### config.mk
export PLATFORM = sky130hd
export DESIGN_NAME = trimmed_mean_plug_detect_flat
export DESIGN_NICKNAME = d
export VERILOG_FILES = /design/src/sv/tmpd_pkg.sv /design/src/sv/tmpd_in_if.sv /design/src/sv/tmpd_out_if.sv /design/src/sv/tmpd_cell.sv /design/src/sv/tmpd_sorter.sv /design/src/sv/trimmed_mean_plug_detect.sv /design/src/flat_wrapper.sv
export SDC_FILE = /design/constraint.sdc
export NUM_CORES = 1
export LEC_CHECK = 0
export ABC_AREA = 1
export BUFFER_PORTS_ARGS = -buffer_cell sky130_fd_sc_hd__clkbuf_2
export CELL_PAD_IN_SITES_DETAIL_PLACEMENT = 0
export CELL_PAD_IN_SITES_GLOBAL_PLACEMENT = 1
export CORE_MARGIN = 2
export CORE_UTILIZATION = 47
export CTS_CLUSTER_DIAMETER = 120
export DETAILED_ROUTE_END_ITERATION = 8
export HOLD_SLACK_MARGIN = 0.03
export PLACE_DENSITY_LB_ADDON = 0.1
export SYNTH_ARGS = -nofsm -noshare
export SYNTH_HDL_FRONTEND = slang
export SYNTH_SLANG_ARGS = --single-unit
### constraint.sdc
create_clock -name clk_i -period 7.76 [get_ports clk_i]
set_input_delay 0 -clock clk_i [delete_from_list [all_inputs] [get_ports clk_i]]
set_output_delay 0 -clock clk_i [all_outputs]
set_load 0.1 [all_outputs]
### src/sv/tmpd_pkg.sv
// Package: shared constants and types of the trimmed-mean plug detector.
`default_nettype none

package tmpd_pkg;

  localparam int unsigned WINDOW_LEN_DEF = 10;
  localparam int unsigned ADC_W          = 16;
  localparam int unsigned SAMPLE_W       = 10;
  localparam int unsigned SAMPLE_LSB     = ADC_W - SAMPLE_W;

  // Middle ranks that form the trimmed mean, counted from zero.
  localparam int unsigned TRIM_LO  = 3;
  localparam int unsigned TRIM_CNT = 4;
  localparam int unsigned TRIM_SH  = $clog2(TRIM_CNT);
  localparam int unsigned SUM_W    = SAMPLE_W + TRIM_SH;

  // Configuration registers.
  localparam int unsigned CFG_IDX_W  = 1;
  localparam int unsigned CFG_DATA_W = SAMPLE_W;
  localparam logic [CFG_IDX_W-1:0] REG_DETACH  = 1'd0;
  localparam logic [CFG_IDX_W-1:0] REG_CONNECT = 1'd1;
  localparam logic [SAMPLE_W-1:0] DETACH_RST  = 10'd300;
  localparam logic [SAMPLE_W-1:0] CONNECT_RST = 10'd200;

  typedef logic [SAMPLE_W-1:0] sample_t;

  // What one sorting cell shows to its right-hand neighbor.
  typedef struct packed {
    logic    valid;  // cell holds a sample of the current window
    logic    gt;     // cell lies past the insertion point
    sample_t value;
  } node_t;

endpackage

`default_nettype wire

### src/sv/tmpd_in_if.sv
// Interface: input channel carrying one converter word.
`default_nettype none

interface tmpd_in_if;
  logic                            valid;
  logic                            ready;
  logic [tmpd_pkg::ADC_W-1:0]      adc_word;

  modport source (output valid, output adc_word, input ready);
  modport sink   (input valid, input adc_word, output ready);
endinterface

`default_nettype wire

### src/sv/tmpd_out_if.sv
// Interface: output channel carrying the filtered level and the connect flag.
`default_nettype none

interface tmpd_out_if;
  logic                            valid;
  logic                            ready;
  logic [tmpd_pkg::SAMPLE_W-1:0]   filtered_value;
  logic                            cc1_connected;
  logic                            window_done;

  modport source (output valid, output filtered_value, output cc1_connected,
                  output window_done, input ready);
  modport sink   (input valid, input filtered_value, input cc1_connected,
                  input window_done, output ready);
endinterface

`default_nettype wire

### src/sv/tmpd_cell.sv
// Insertion-sort cell: holds one sample of the ordered window.
`default_nettype none

module tmpd_cell (
  input  wire logic              clk_i,
  input  wire logic              rst_ni,
  input  wire logic              insert_i,
  input  wire logic              clear_i,
  input  wire tmpd_pkg::sample_t sample_i,
  input  wire tmpd_pkg::node_t   left_i,
  output tmpd_pkg::node_t        node_o,
  output tmpd_pkg::sample_t      value_d_o
);

  logic              valid_q, valid_d;
  tmpd_pkg::sample_t value_q, value_d;
  logic              gt;

  // The new sample goes in front of an empty cell or a larger value.
  assign gt = !valid_q || (value_q > sample_i);

  always_comb begin
    value_d = value_q;
    valid_d = valid_q;
    if (insert_i) begin
      if (gt) begin
        value_d = left_i.gt ? left_i.value : sample_i;
      end
      valid_d = clear_i ? 1'b0 : (valid_q | left_i.valid);
    end
  end

  always_ff @(posedge clk_i or negedge rst_ni) begin
    if (!rst_ni) begin
      valid_q <= 1'b0;
    end else begin
      valid_q <= valid_d;
    end
  end

  always_ff @(posedge clk_i) begin
    value_q <= value_d;
  end

  assign node_o    = '{valid: valid_q, gt: gt, value: value_q};
  assign value_d_o = value_d;

  // Occupied cells form a prefix of the chain and stay in ascending order.
  a_prefix : assert property (@(posedge clk_i) disable iff (!rst_ni)
    valid_q |-> left_i.valid)
    else $error("occupied cell behind an empty one");
  a_order : assert property (@(posedge clk_i) disable iff (!rst_ni)
    valid_q |-> (left_i.value <= value_q))
    else $error("cell chain out of order");

endmodule

`default_nettype wire

### src/sv/tmpd_sorter.sv
// Chain of insertion-sort cells and the trimmed mean of the middle ranks.
`default_nettype none

module tmpd_sorter #(
  parameter int unsigned WINDOW_LEN = tmpd_pkg::WINDOW_LEN_DEF
) (
  input  wire logic              clk_i,
  input  wire logic              rst_ni,
  input  wire logic              insert_i,
  input  wire logic              clear_i,
  input  wire tmpd_pkg::sample_t sample_i,
  output tmpd_pkg::sample_t      mean_o
);

  tmpd_pkg::node_t   nodes   [WINDOW_LEN+1];
  tmpd_pkg::sample_t values_d[WINDOW_LEN];
  logic [tmpd_pkg::SUM_W-1:0] sum;

  // The head of the chain acts as an always-occupied, never-greater neighbor.
  assign nodes[0] = '{valid: 1'b1, gt: 1'b0, value: '0};

  for (genvar g = 0; g < WINDOW_LEN; g++) begin : g_cell
    tmpd_cell u_cell (
      .clk_i     (clk_i),
      .rst_ni    (rst_ni),
      .insert_i  (insert_i),
      .clear_i   (clear_i),
      .sample_i  (sample_i),
      .left_i    (nodes[g]),
      .node_o    (nodes[g+1]),
      .value_d_o (values_d[g])
    );
  end

  // Ranks are taken after the current sample has been placed.
  always_comb begin
    sum = '0;
    for (int k = 0; k < tmpd_pkg::TRIM_CNT; k++) begin
      sum = sum + {{tmpd_pkg::TRIM_SH{1'b0}}, values_d[tmpd_pkg::TRIM_LO + k]};
    end
  end

  assign mean_o = sum[tmpd_pkg::SUM_W-1:tmpd_pkg::TRIM_SH];

  // The final cell of the chain only fills on the word that closes a window.
  a_tail : assert property (@(posedge clk_i) disable iff (!rst_ni)
    nodes[WINDOW_LEN].valid |-> (insert_i && clear_i))
    else $error("window overfilled");

endmodule

`default_nettype wire

### src/sv/trimmed_mean_plug_detect.sv
// Top level: trimmed-mean filter of converter words with connector detection.
// A result word appears in the cycle after its input word is accepted.
// Throughput: one word per cycle while the output is drained; the sorting chain places a sample as it is accepted.
// The input is ready whenever the output register is empty or being drained.
// Reset (asynchronous, active low) empties the window, zeroes the filtered
// level and the flag, and loads the thresholds with 300 and 200.
`default_nettype none

module trimmed_mean_plug_detect #(
  parameter int unsigned WINDOW_LEN = tmpd_pkg::WINDOW_LEN_DEF
) (
  input  wire logic                             clk_i,
  input  wire logic                             rst_ni,
  tmpd_in_if.sink                               in_i,
  tmpd_out_if.source                            out_o,
  input  wire logic                             cfg_we_i,
  input  wire logic [tmpd_pkg::CFG_IDX_W-1:0]   cfg_idx_i,
  input  wire logic [tmpd_pkg::CFG_DATA_W-1:0]  cfg_data_i
);

  localparam int unsigned IDX_W = $clog2(WINDOW_LEN);
  localparam logic [IDX_W-1:0] IDX_LAST = IDX_W'(WINDOW_LEN - 1);

  // Thresholds.
  tmpd_pkg::sample_t detach_q, connect_q;

  // Window position, filtered level, flag and output handshake.
  logic [IDX_W-1:0]  idx_q, idx_d;
  tmpd_pkg::sample_t filt_q, filt_d;
  logic              flag_q, flag_d;
  logic              done_q;
  logic              out_valid_q, out_valid_d;

  logic              accept;
  logic              last;
  tmpd_pkg::sample_t sample;
  tmpd_pkg::sample_t mean;

  // A new word is taken whenever the output register is free or being emptied.
  assign in_i.ready = !out_valid_q || out_o.ready;
  assign accept     = in_i.valid && in_i.ready;
  assign sample     = in_i.adc_word[tmpd_pkg::ADC_W-1:tmpd_pkg::SAMPLE_LSB];
  assign last       = (idx_q >= IDX_LAST);

  tmpd_sorter #(
    .WINDOW_LEN (WINDOW_LEN)
  ) u_sorter (
    .clk_i    (clk_i),
    .rst_ni   (rst_ni),
    .insert_i (accept),
    .clear_i  (last),
    .sample_i (sample),
    .mean_o   (mean)
  );

  // On the word that closes a window the new mean replaces the level; on every
  // accepted word the flag follows the level: above detach clears it, above
  // connect sets it, and it holds when the level is at or below both thresholds.
  always_comb begin
    idx_d       = idx_q;
    filt_d      = filt_q;
    flag_d      = flag_q;
    out_valid_d = out_valid_q && !out_o.ready;
    if (accept) begin
      idx_d       = last ? '0 : idx_q + 1'b1;
      filt_d      = last ? mean : filt_q;
      out_valid_d = 1'b1;
      if (filt_d > detach_q) begin
        flag_d = 1'b0;
      end else if (filt_d > connect_q) begin
        flag_d = 1'b1;
      end
    end
  end

  always_ff @(posedge clk_i or negedge rst_ni) begin
    if (!rst_ni) begin
      idx_q       <= '0;
      filt_q      <= '0;
      flag_q      <= 1'b0;
      done_q      <= 1'b0;
      out_valid_q <= 1'b0;
    end else begin
      idx_q       <= idx_d;
      filt_q      <= filt_d;
      flag_q      <= flag_d;
      out_valid_q <= out_valid_d;
      if (accept) begin
        done_q <= last;
      end
    end
  end

  // Threshold registers; writes to an unknown index are dropped.
  always_ff @(posedge clk_i or negedge rst_ni) begin
    if (!rst_ni) begin
      detach_q  <= tmpd_pkg::DETACH_RST;
      connect_q <= tmpd_pkg::CONNECT_RST;
    end else if (cfg_we_i) begin
      case (cfg_idx_i)
        tmpd_pkg::REG_DETACH:  detach_q  <= cfg_data_i;
        tmpd_pkg::REG_CONNECT: connect_q <= cfg_data_i;
        default: ;
      endcase
    end
  end

  // The level and the flag are the state itself, held while the word waits.
  assign out_o.valid          = out_valid_q;
  assign out_o.filtered_value = filt_q;
  assign out_o.cc1_connected  = flag_q;
  assign out_o.window_done    = done_q;

  a_result : assert property (@(posedge clk_i) disable iff (!rst_ni)
    accept |=> out_valid_q)
    else $error("accepted word produced no result");
  a_wrap : assert property (@(posedge clk_i) disable iff (!rst_ni)
    (accept && last) |=> (idx_q == '0) && done_q)
    else $error("window did not close");
  a_idx : assert property (@(posedge clk_i) disable iff (!rst_ni)
    idx_q <= IDX_LAST)
    else $error("window position out of range");

endmodule

`default_nettype wire

### src/flat_wrapper.sv
// flat-port wrapper written by rule: the top's interface ports become plain ports
module trimmed_mean_plug_detect_flat 
#(
  parameter int unsigned WINDOW_LEN = tmpd_pkg::WINDOW_LEN_DEF
)
  (clk_i, rst_ni, cfg_we_i, cfg_idx_i, cfg_data_i, in_i_valid, in_i_adc_word, in_i_ready, out_o_valid, out_o_filtered_value, out_o_cc1_connected, out_o_window_done, out_o_ready);
  tmpd_in_if in_i_i ();
  tmpd_out_if out_o_i ();
  input  wire logic clk_i;
  input  wire logic rst_ni;
  input  wire logic cfg_we_i;
  input  wire logic [tmpd_pkg::CFG_IDX_W-1:0] cfg_idx_i;
  input  wire logic [tmpd_pkg::CFG_DATA_W-1:0] cfg_data_i;
  input wire logic [$bits(in_i_i.valid)-1:0] in_i_valid;
  input wire logic [$bits(in_i_i.adc_word)-1:0] in_i_adc_word;
  output wire logic [$bits(in_i_i.ready)-1:0] in_i_ready;
  output wire logic [$bits(out_o_i.valid)-1:0] out_o_valid;
  output wire logic [$bits(out_o_i.filtered_value)-1:0] out_o_filtered_value;
  output wire logic [$bits(out_o_i.cc1_connected)-1:0] out_o_cc1_connected;
  output wire logic [$bits(out_o_i.window_done)-1:0] out_o_window_done;
  input wire logic [$bits(out_o_i.ready)-1:0] out_o_ready;
  assign in_i_i.valid = in_i_valid;
  assign in_i_i.adc_word = in_i_adc_word;
  assign in_i_ready = in_i_i.ready;
  assign out_o_valid = out_o_i.valid;
  assign out_o_filtered_value = out_o_i.filtered_value;
  assign out_o_cc1_connected = out_o_i.cc1_connected;
  assign out_o_window_done = out_o_i.window_done;
  assign out_o_i.ready = out_o_ready;
  trimmed_mean_plug_detect #(.WINDOW_LEN(WINDOW_LEN)) u_core (.clk_i(clk_i), .rst_ni(rst_ni), .in_i(in_i_i), .out_o(out_o_i), .cfg_we_i(cfg_we_i), .cfg_idx_i(cfg_idx_i), .cfg_data_i(cfg_data_i));
endmodule
==> reports/qor.csv, run 1 <==
stage,metric,value,unit
die,Die Footprint,17800,um2
synth,Yosys cell types,49,
worst_setup_path,"Data arrival, critical path",7.33,ns
die,num rows,47,
layout,"Core Util, Final",55.8,%
synth,synthesized net count,1127,
worst_setup_path,CP most frequent cell,nand2_1,
layout,Layout fillers,1629,
sta,worst-margin pin slew,1.07,ns
layout,number of diodes,0,
synth,"Warnings, synthesis",0,
synth,mapped cell area,7890,um2
sta,RSZ-0062 raised after global routing,false,
grt,global-route wire length before repair,32.4,mm
place,input/output buffers,39,
synth,Mapped Cells,971,
sta,Max Clock Skew,0.0140,ns
clocking,Root Driver,clkbuf_16,
layout,share of cells above drive strength 1,12.4,%
drt,via count,6475,
clocking,H-tree level count,4,
layout,growth of design area from synthesis to finish,16.8,%
grt,antenna violations before repair,0,
worst_setup_path,Worst EP required,8.07,ns
clocking,clk sinks,114,
grt,grt ovf,0,
die,Initial Utilization,47.8,%
sta,fmax,142,MHz
worst_setup_path,max incr delay on CP,0.53,ns
sta,Slew HR,28.6,%
run,# Max-Cap Violations,0,
drt,drt first pass iters,5,
sta,Max Slew Vio Count,0,
synth,"count leader, synth",nand2_1,
worst_setup_path,worst-path maximum fanout,13,
status,run status,finished clean,
worst_hold_path,Hold Path Class,in -> async,
worst_setup_path,critical setup path kind,in -> reg,
worst_setup_path,crit end category,flop,
clocking,maximum clock insertion buffer count,2,
clocking,Num CTS Buffers,17,
place,dpl hpwl,15.1,mm
layout,nets,1203,
clocking,"CTS clk-pin slew, worst paths",0.05,ns
sta,final hold vios,0,
grt,Total GRT Usage,23.4,%
worst_setup_path,crit path max-delay cell type,dlygate4sd3_1,
sta,# setup viols final,0,
die,# IOs,46,
synth,Synth top area share,17.9,%
synth,synth cell count leaders,"nand2_1 (168), inv_1 (141), ha_1 (113), o21ai_0 (97), a21oi_1 (94)",
drt,drt total wl,19.6,mm
sta,setup TNS,0,ns
synth,post-synthesis sequential area ratio,35.6,%
drt,# DRC,0,
synth,"EDFF count, synth",30,
grt,vias in the first global route,6473,
sta,minimum clock period,7.02,ns
worst_setup_path,reg2reg setup slack,0.97,ns
worst_setup_path,Worst Setup Start Kind,input pin,
synth,Main synth FF type,dfxtp_1,
die,Die X,134,um
die,area of the core,16500,um2
drt,DRT iter0 DRCs,252,
clocking,CTS tree,built,
place,routability cong.,0.824,
synth,Avg Inst Size Synth,8.13,um2
sta,final worst-path cycle share,90.5,%
drt,Post-DRT Antenna Nets,0,
drt,DR WL/cell,15.3,um
die,die height,134,um
clocking,"Clk Latency, worst-skew pair",0.42,ns
synth,Synth area leader,ha_1,
synth,Synth area leaders,"ha_1 (18%), dfrtp_1 (12%), edfxtp_1 (11%), dfxtp_1 (10%), nand2_1 (8.0%)",
drt,Avg Vias per Cell,5.06,
synth,Synth Register Bits,114,
grt,pin count of the biggest net entering global routing,45,
synth,asr flop ratio synth,38.6,%
==> kinds of logic after synthesis <==
logic type | share of synthesized area [%]
AO/OA/AOI/OAI | 17.7
XOR/XNOR | 1.55
adder cells (fa/ha/maj) | 20.7
buffers and inverters | 8.23
flip-flops | 35.6
multiplexers | 0.143
AND/OR/NAND/NOR | 16.1
==> path summary, 6_finish.rpt <==
path / startpoint / end / depth (start not counted)
setup / recovery: in_i_adc_word[7] / u_core.out_o.cc1_connected$_DFFE_PN0P_ / 46
hold / removal: rst_ni / u_core.out_o.filtered_value[6]$_DFFE_PN0P_ / 3
setup reg to reg: u_core.u_sorter.g_cell[3].u_cell.value_q[3]$_DFF_P_ / u_core.out_o.cc1_connected$_DFFE_PN0P_ / 44
hold reg to reg: u_core.detach_q[4]$_DFFE_PN0P_ / u_core.detach_q[4]$_DFFE_PN0P_ / 2
max in group asynchronous: rst_ni / u_core.connect_q[7]$_DFFE_PN1P_ / 3
min in group clk_i: cfg_idx_i / u_core.connect_q[6]$_DFFE_PN1P_ / 4
==> per-layer routing <==
| metal | track usage, % | up-vias | wire length (um) |
|---|---|---|---|
| met1 | 30.5 | 2967 | 9390 |
| met2 | 39.0 | 93 | 9250 |
| met5 | 0 | - | 0 |
| li1 | - | 3401 | - |
| met3 | 5.82 | 14 | 635 |
| met4 | 6.09 | 0 | 276 |
==> state kept, by name, indices dropped and copies added (netlist names) <==
register / cells
u_core.u_sorter.g_cell.u_cell.value_q: 70
u_core.connect_q: 10
u_core.detach_q: 10
u_core.out_o.filtered_value: 10
u_core.u_sorter.g_cell.u_cell.valid_q: 7
u_core.idx_q: 4
u_core.out_o.cc1_connected: 1
u_core.out_o.valid: 1
u_core.out_o.window_done: 1
==> layout by cell type, fill, tap and decap left out, types with 5 or more instances in the layout <==
cell | Yosys | layout
nand2_1 | 168 | 167
inv_1 | 141 | 137
ha_1 | 113 | 113
o21ai_0 | 97 | 97
a21oi_1 | 94 | 93
nor2_1 | 70 | 70
dfxtp_1 | 40 | 40
clkbuf_2 | 1 | 39
dfrtp_1 | 37 | 37
edfxtp_1 | 30 | 30
nand3_1 | 25 | 25
dlygate4sd3_1 | 0 | 23
o21ai_1 | 21 | 20
buf_4 | 3 | 19
clkbuf_16 | 0 | 17
nand2_2 | 10 | 11
fa_1 | 11 | 11
xor2_1 | 9 | 9
clkinvlp_4 | 0 | 8
a211oi_1 | 7 | 7
dfstp_2 | 7 | 7
nand4_1 | 6 | 6
xnor2_1 | 5 | 5
o21a_1 | 5 | 5
==> what timing repair did <==
| item | in CTS | in global routing |
|---|---|---|
| hold buffers | 23 | 0 |
| buffers inserted | 0 | 10 |
| endpoints found under the hold margin | 92 | 0 |
| gates resized for setup | 0 | 8 |
| setup endpoints to repair | 0 | 1 |
==> worst max-delay path, delay by kind of cell <==
family / cells / cell delay [ns]
fa+ha+maj: 6 / 2.12
buf+inv: 10 / 1.46
xor+xnor: 1 / 0.14
simple gates: 18 / 2.15
compound gates: 11 / 1.47
==> final cells by class <==
type                    instances  area [um2]  area share, %
inverters                     145         563           6.11
multi-input cells             688        4440           48.2
clock inverters                11         115           1.25
flip-flops and latches        114        2810           30.5
clock buffers                  21         440           4.78
repair buffers                 81         568           6.16
well taps                     220         275           2.99
==> per-stage QoR <==
step / setup WS (ns) / cells / area (um2) / hold slack, ns
after floorplan: 0.872 / 971 / 7890 / -0.296
final: 0.738 / 1280 / 9220 / 0.185
after CTS: 0.462 / 1270 / 9110 / 0.198
after global placement: 0.635 / 1215 / 8330 / 0.113
after detailed placement: 0.584 / 1215 / 8330 / 0.111
after global routing: 0.0143 / 1280 / 9220 / 0.239
Power of run 1 is not shown: default switching activity piles up to over one toggle a cycle in this logic, so the estimate is an artifact.
==> inputs of run 2 (changes only) <==
- clock period: 7.76 -> 7.9 ns (I/O delays scaled with it)
==> reports/qor.csv, run 2 (same netlist as run 1, synthesis figures left out) <==
stage,metric,value,unit
status,run status,finished clean,
drt,DR WL/cell,15.2,um
die,Die X,134,um
clocking,Num CTS Buffers,17,
die,num rows,47,
die,Initial Utilization,47.8,%
sta,Max Slew Vio Count,0,
drt,Avg Vias per Cell,5.02,
place,dpl hpwl,15.0,mm
layout,share of cells above drive strength 1,12.4,%
grt,global-route wire length before repair,32.6,mm
place,DP Worst Slack,0.637,ns
sta,minimum clock period,7.11,ns
layout,Top reg by flops,u_core.u_sorter.g_cell.u_cell.value_q,
worst_setup_path,critical setup path kind,in -> reg,
drt,# DRC,0,
sta,worst setup margin,0.789,ns
layout,number of diodes,0,
layout,"most common cell after layout, fill and taps aside",nand2_1,
die,area of the core,16500,um2
sta,fmax,141,MHz
clocking,clk sinks,114,
worst_setup_path,Worst EP required,8.20,ns
sta,Max Clock Skew,0.00607,ns
worst_hold_path,Hold Path Class,in -> reg,
sta,# setup viols final,0,
clocking,CTS tree,built,
grt,grt ovf,0,
sta,Slew HR,27.2,%
clocking,"Clk Latency, worst-skew pair",0.42,ns
drt,Post-DRT Antenna Nets,0,
layout,growth of design area from synthesis to finish,16.9,%
layout,max FFs per register,70,
worst_setup_path,crit path max-delay cell type,dlygate4sd3_1,
place,routability cong.,0.834,
grt,Total GRT Usage,23.4,%
sta,final hold vios,0,
clocking,H-tree level count,4,
worst_setup_path,reg2reg setup slack,0.99,ns
worst_setup_path,"Data arrival, critical path",7.42,ns
layout,"Core Util, Final",55.8,%
worst_setup_path,Worst Setup Start Kind,input pin,
sta,Hold Slack,0.0274,ns
grt,antenna violations before repair,0,
run,# Max-Cap Violations,0,
worst_setup_path,max incr delay on CP,0.52,ns
drt,via count,6403,
drt,drt first pass iters,4,
die,die height,134,um
drt,DRT iter0 DRCs,366,
layout,most frequent cells in the layout,"nand2_1 (167), inv_1 (139), ha_1 (113)",
grt,vias in the first global route,6374,
die,Die Footprint,17800,um2
worst_setup_path,worst-path maximum fanout,11,
clocking,"CTS clk-pin slew, worst paths",0.06,ns
clocking,Root Driver,clkbuf_16,
sta,final worst-path cycle share,90.0,%
worst_setup_path,CP most frequent cell,nor2_1,
sta,worst-margin pin slew,1.09,ns
drt,drt total wl,19.4,mm
clocking,maximum clock insertion buffer count,2,
grt,pin count of the biggest net entering global routing,45,
worst_setup_path,crit end category,flop,
place,input/output buffers,39,
layout,nets,1198,
die,# IOs,46,
-- run 2: worst max-delay path, delay by kind of cell --
family,cells,cell delay (ns)
AOI/OAI and AO/OA,13,1.94
xor gates and xnor gates,2,0.38
adders and majority gates,6,2.30
buffers and inverters,8,1.32
and+or+nand+nor,15,1.43
-- run 2: metal layers --
metal / up-vias / global-route usage (%) / part of all wire (%)
met5: - / 0 / 0
met4: 0 / 6.86 / 1.3
met3: 20 / 4.11 / 3.1
met2: 92 / 39.0 / 47
met1: 2901 / 31.3 / 49
li1: 3390 / - / -
-- run 2: worst paths after layout --
check                                                                          from                                                    end  depth (start not counted)
worst min register to register                      u_core.connect_q[2]$_DFFE_PN0P_                        u_core.connect_q[2]$_DFFE_PN0P_                          2
min in group asynchronous                                                    rst_ni             u_core.out_o.filtered_value[6]$_DFFE_PN0P_                          3
worst min-delay path                                               in_i_adc_word[6]  u_core.u_sorter.g_cell[0].u_cell.value_q[0]$_DFFE_PP_                          1
max in group asynchronous                                                    rst_ni   u_core.u_sorter.g_cell[0].u_cell.valid_q$_DFFE_PN0P_                          3
worst max-delay path                                               in_i_adc_word[7]                 u_core.out_o.cc1_connected$_DFFE_PN0P_                         44
worst max register to register  u_core.u_sorter.g_cell[3].u_cell.value_q[3]$_DFF_P_                 u_core.out_o.cc1_connected$_DFFE_PN0P_                         41
-- run 2: per-stage QoR --
| step | area (um2) | setup TNS, ns | cells |
|---|---|---|---|
| after floorplan | 7890 | 0 | 971 |
| after global placement | 8300 | 0 | 1211 |
| final | 9220 | 0 | 1275 |
| after detailed placement | 8300 | 0 | 1211 |
| after global routing | 9220 | -0.0346 | 1275 |
| after CTS | 9100 | 0 | 1265 |
-- run 2: what timing repair did --
action / CTS / global route
setup endpoints to repair: 0 / 1
hold buffers: 22 / 0
endpoints found under the hold margin: 88 / 0
gates resized for setup: 0 / 12
buffers inserted: 0 / 9
-- run 2: area by class of cell --
| cell class | count | area [um2] |
|---|---|---|
| repair buffers | 75 | 520 |
| fillers | 1593 | 7300 |
| well taps | 220 | 275 |
| multi-input cells | 689 | 4470 |
| clock inverters | 14 | 159 |
| inverters | 145 | 561 |
| flip-flops and latches | 114 | 2810 |
| clock buffers | 18 | 429 |
Power of run 2 is left out for the same reason.
==> inputs of run 3 (changes only) <==
- CORE_MARGIN: 2 -> 8
==> reports/qor.csv, run 3 (same netlist as run 1, synthesis figures left out) <==
stage,metric,value,unit
drt,Avg Vias per Cell,4.97,
drt,Post-DRT Antenna Nets,0,
worst_hold_path,Hold Path Class,in -> async,
clocking,H-tree level count,4,
worst_setup_path,RR Endpoint,u_core.out_o.cc1_connected$_DFFE_PN0P_,
sta,setup TNS,0,ns
run,# Max-Cap Violations,0,
layout,nets,1193,
layout,share of cells above drive strength 1,11.6,%
sta,RSZ-0062 raised after global routing,false,
layout,number of diodes,0,
grt,global-route wire length before repair,32.7,mm
clocking,"CTS clk-pin slew, worst paths",0.05,ns
layout,post-route cell area,9220,um2
worst_setup_path,max incr delay on CP,0.53,ns
drt,drt total wl,19.5,mm
layout,"most common cell after layout, fill and taps aside",nand2_1,
grt,antenna violations before repair,0,
clocking,"Clk Latency, worst-skew pair",0.42,ns
clocking,maximum clock insertion buffer count,2,
place,Area after DPL,8300,um2
grt,pin count of the biggest net entering global routing,45,
worst_setup_path,reg2reg start,u_core.u_sorter.g_cell[3].u_cell.value_q[3]$_DFF_P_,
clocking,Num CTS Buffers,17,
place,dpl hpwl,15.2,mm
die,Initial Utilization,47.8,%
drt,drt first pass iters,5,
die,area of the core,16500,um2
layout,max FFs per register,70,
worst_setup_path,worst-path maximum fanout,13,
worst_setup_path,worst-case reg-to-reg path depth,43,
status,run status,finished clean,
sta,Slew HR,31.3,%
worst_setup_path,CP most frequent cell,inv_1,
layout,Top reg by flops,u_core.u_sorter.g_cell.u_cell.value_q,
die,# IOs,46,
die,Die Footprint,21200,um2
drt,DRT iter0 DRCs,240,
layout,most frequent cells in the layout,"nand2_1 (167), inv_1 (139), ha_1 (113)",
drt,# DRC,0,
worst_setup_path,crit-path leading delay family,adder cells,
grt,vias in the first global route,6433,
worst_setup_path,Worst Path Buf+Inv,10,
sta,final worst-path cycle share,91.1,%
layout,growth of design area from synthesis to finish,16.8,%
die,num rows,47,
sta,worst-margin pin slew,1.03,ns
sta,fmax,139,MHz
die,Die X,146,um
worst_setup_path,crit end category,flop,
place,input/output buffers,39,
sta,Max Clock Skew,0.00705,ns
grt,Total GRT Usage,19.3,%
clocking,clk sinks,114,
clocking,CTS tree,built,
drt,via count,6316,
sta,Max Slew Vio Count,0,
worst_setup_path,"Data arrival, critical path",7.51,ns
clocking,Root Driver,clkbuf_16,
drt,DR WL/cell,15.4,um
sta,# setup viols final,0,
worst_setup_path,Worst Setup Start Kind,input pin,
worst_setup_path,crit path max-delay cell type,dlygate4sd3_1,
place,routability cong.,0.829,
worst_setup_path,Worst EP required,8.21,ns
worst_setup_path,reg2reg setup slack,0.94,ns
sta,final hold vios,0,
grt,grt ovf,0,
die,die height,146,um
worst_setup_path,critical setup path kind,in -> reg,
sta,minimum clock period,7.20,ns
[run 3: timing repair]
action / 4_1_cts / 5_1_grt
endpoints found under the hold margin: 86 / 0
buffers inserted: 0 / 4
endpoints found under the setup margin: 0 / 1
resized for setup: 0 / 7
hold buffers: 23 / 0
[run 3: how the worst max path moves through the flow]
stage / from / end / slack, ns / depth (start not counted)
after detailed placement: in_i_adc_word[7] / u_core.out_o.cc1_connected$_DFFE_PN0P_ / 0.65 / 39
after CTS: in_i_adc_word[7] / u_core.out_o.cc1_connected$_DFFE_PN0P_ / 0.54 / 40
final: in_i_adc_word[7] / u_core.out_o.cc1_connected$_DFFE_PN0P_ / 0.70 / 45
after floorplan: u_core.out_o.valid$_DFF_PN0_ / u_core.out_o.cc1_connected$_DFFE_PN0P_ / 1.01 / 40
after global placement: in_i_adc_word[7] / u_core.out_o.cc1_connected$_DFFE_PN0P_ / 0.71 / 46
after global routing: in_i_adc_word[7] / u_core.out_o.cc1_connected$_DFFE_PN0P_ / 0.02 / 46
[run 3: tightest hold or removal path, cell delays in order]
cell,delay (ns)
dlygate4sd3_1,0.52
clkbuf_2,0.09
buf_4,0.46
[run 3: through the flow]
step           cells  util (%)  hold slack [ns]  setup slack, ns
2_1_floorplan    971         -           -0.296             1.01
3_3_place_gp    1211      50.2            0.116            0.708
3_5_place_dp    1211      50.2            0.120            0.653
4_1_cts         1266      55.5            0.209            0.536
5_1_grt         1270      55.8            0.235           0.0218
6_report        1270      55.8            0.193            0.702
[run 3: layout make-up]
class	count	area, um2
clock buffer	20	489
clock inverter	12	150
fill	1588	7310
inverter	145	556
multi-input combinational	688	4440
sequential	114	2810
tap	220	275
timing repair buffer	71	493
[run 3: routing by layer]
layer / share of wire, % / wire, um / global-route usage (%) / vias to the layer above
met2: 47 / 9160 / 31.6 / 86
met1: 49 / 9580 / 25.0 / 2831
met3: 2.8 / 548 / 4.14 / 14
li1: - / - / - / 3385
met4: 1.2 / 226 / 5.73 / 0
met5: 0 / 0 / 0 / -
Power of run 3 is left out for the same reason.
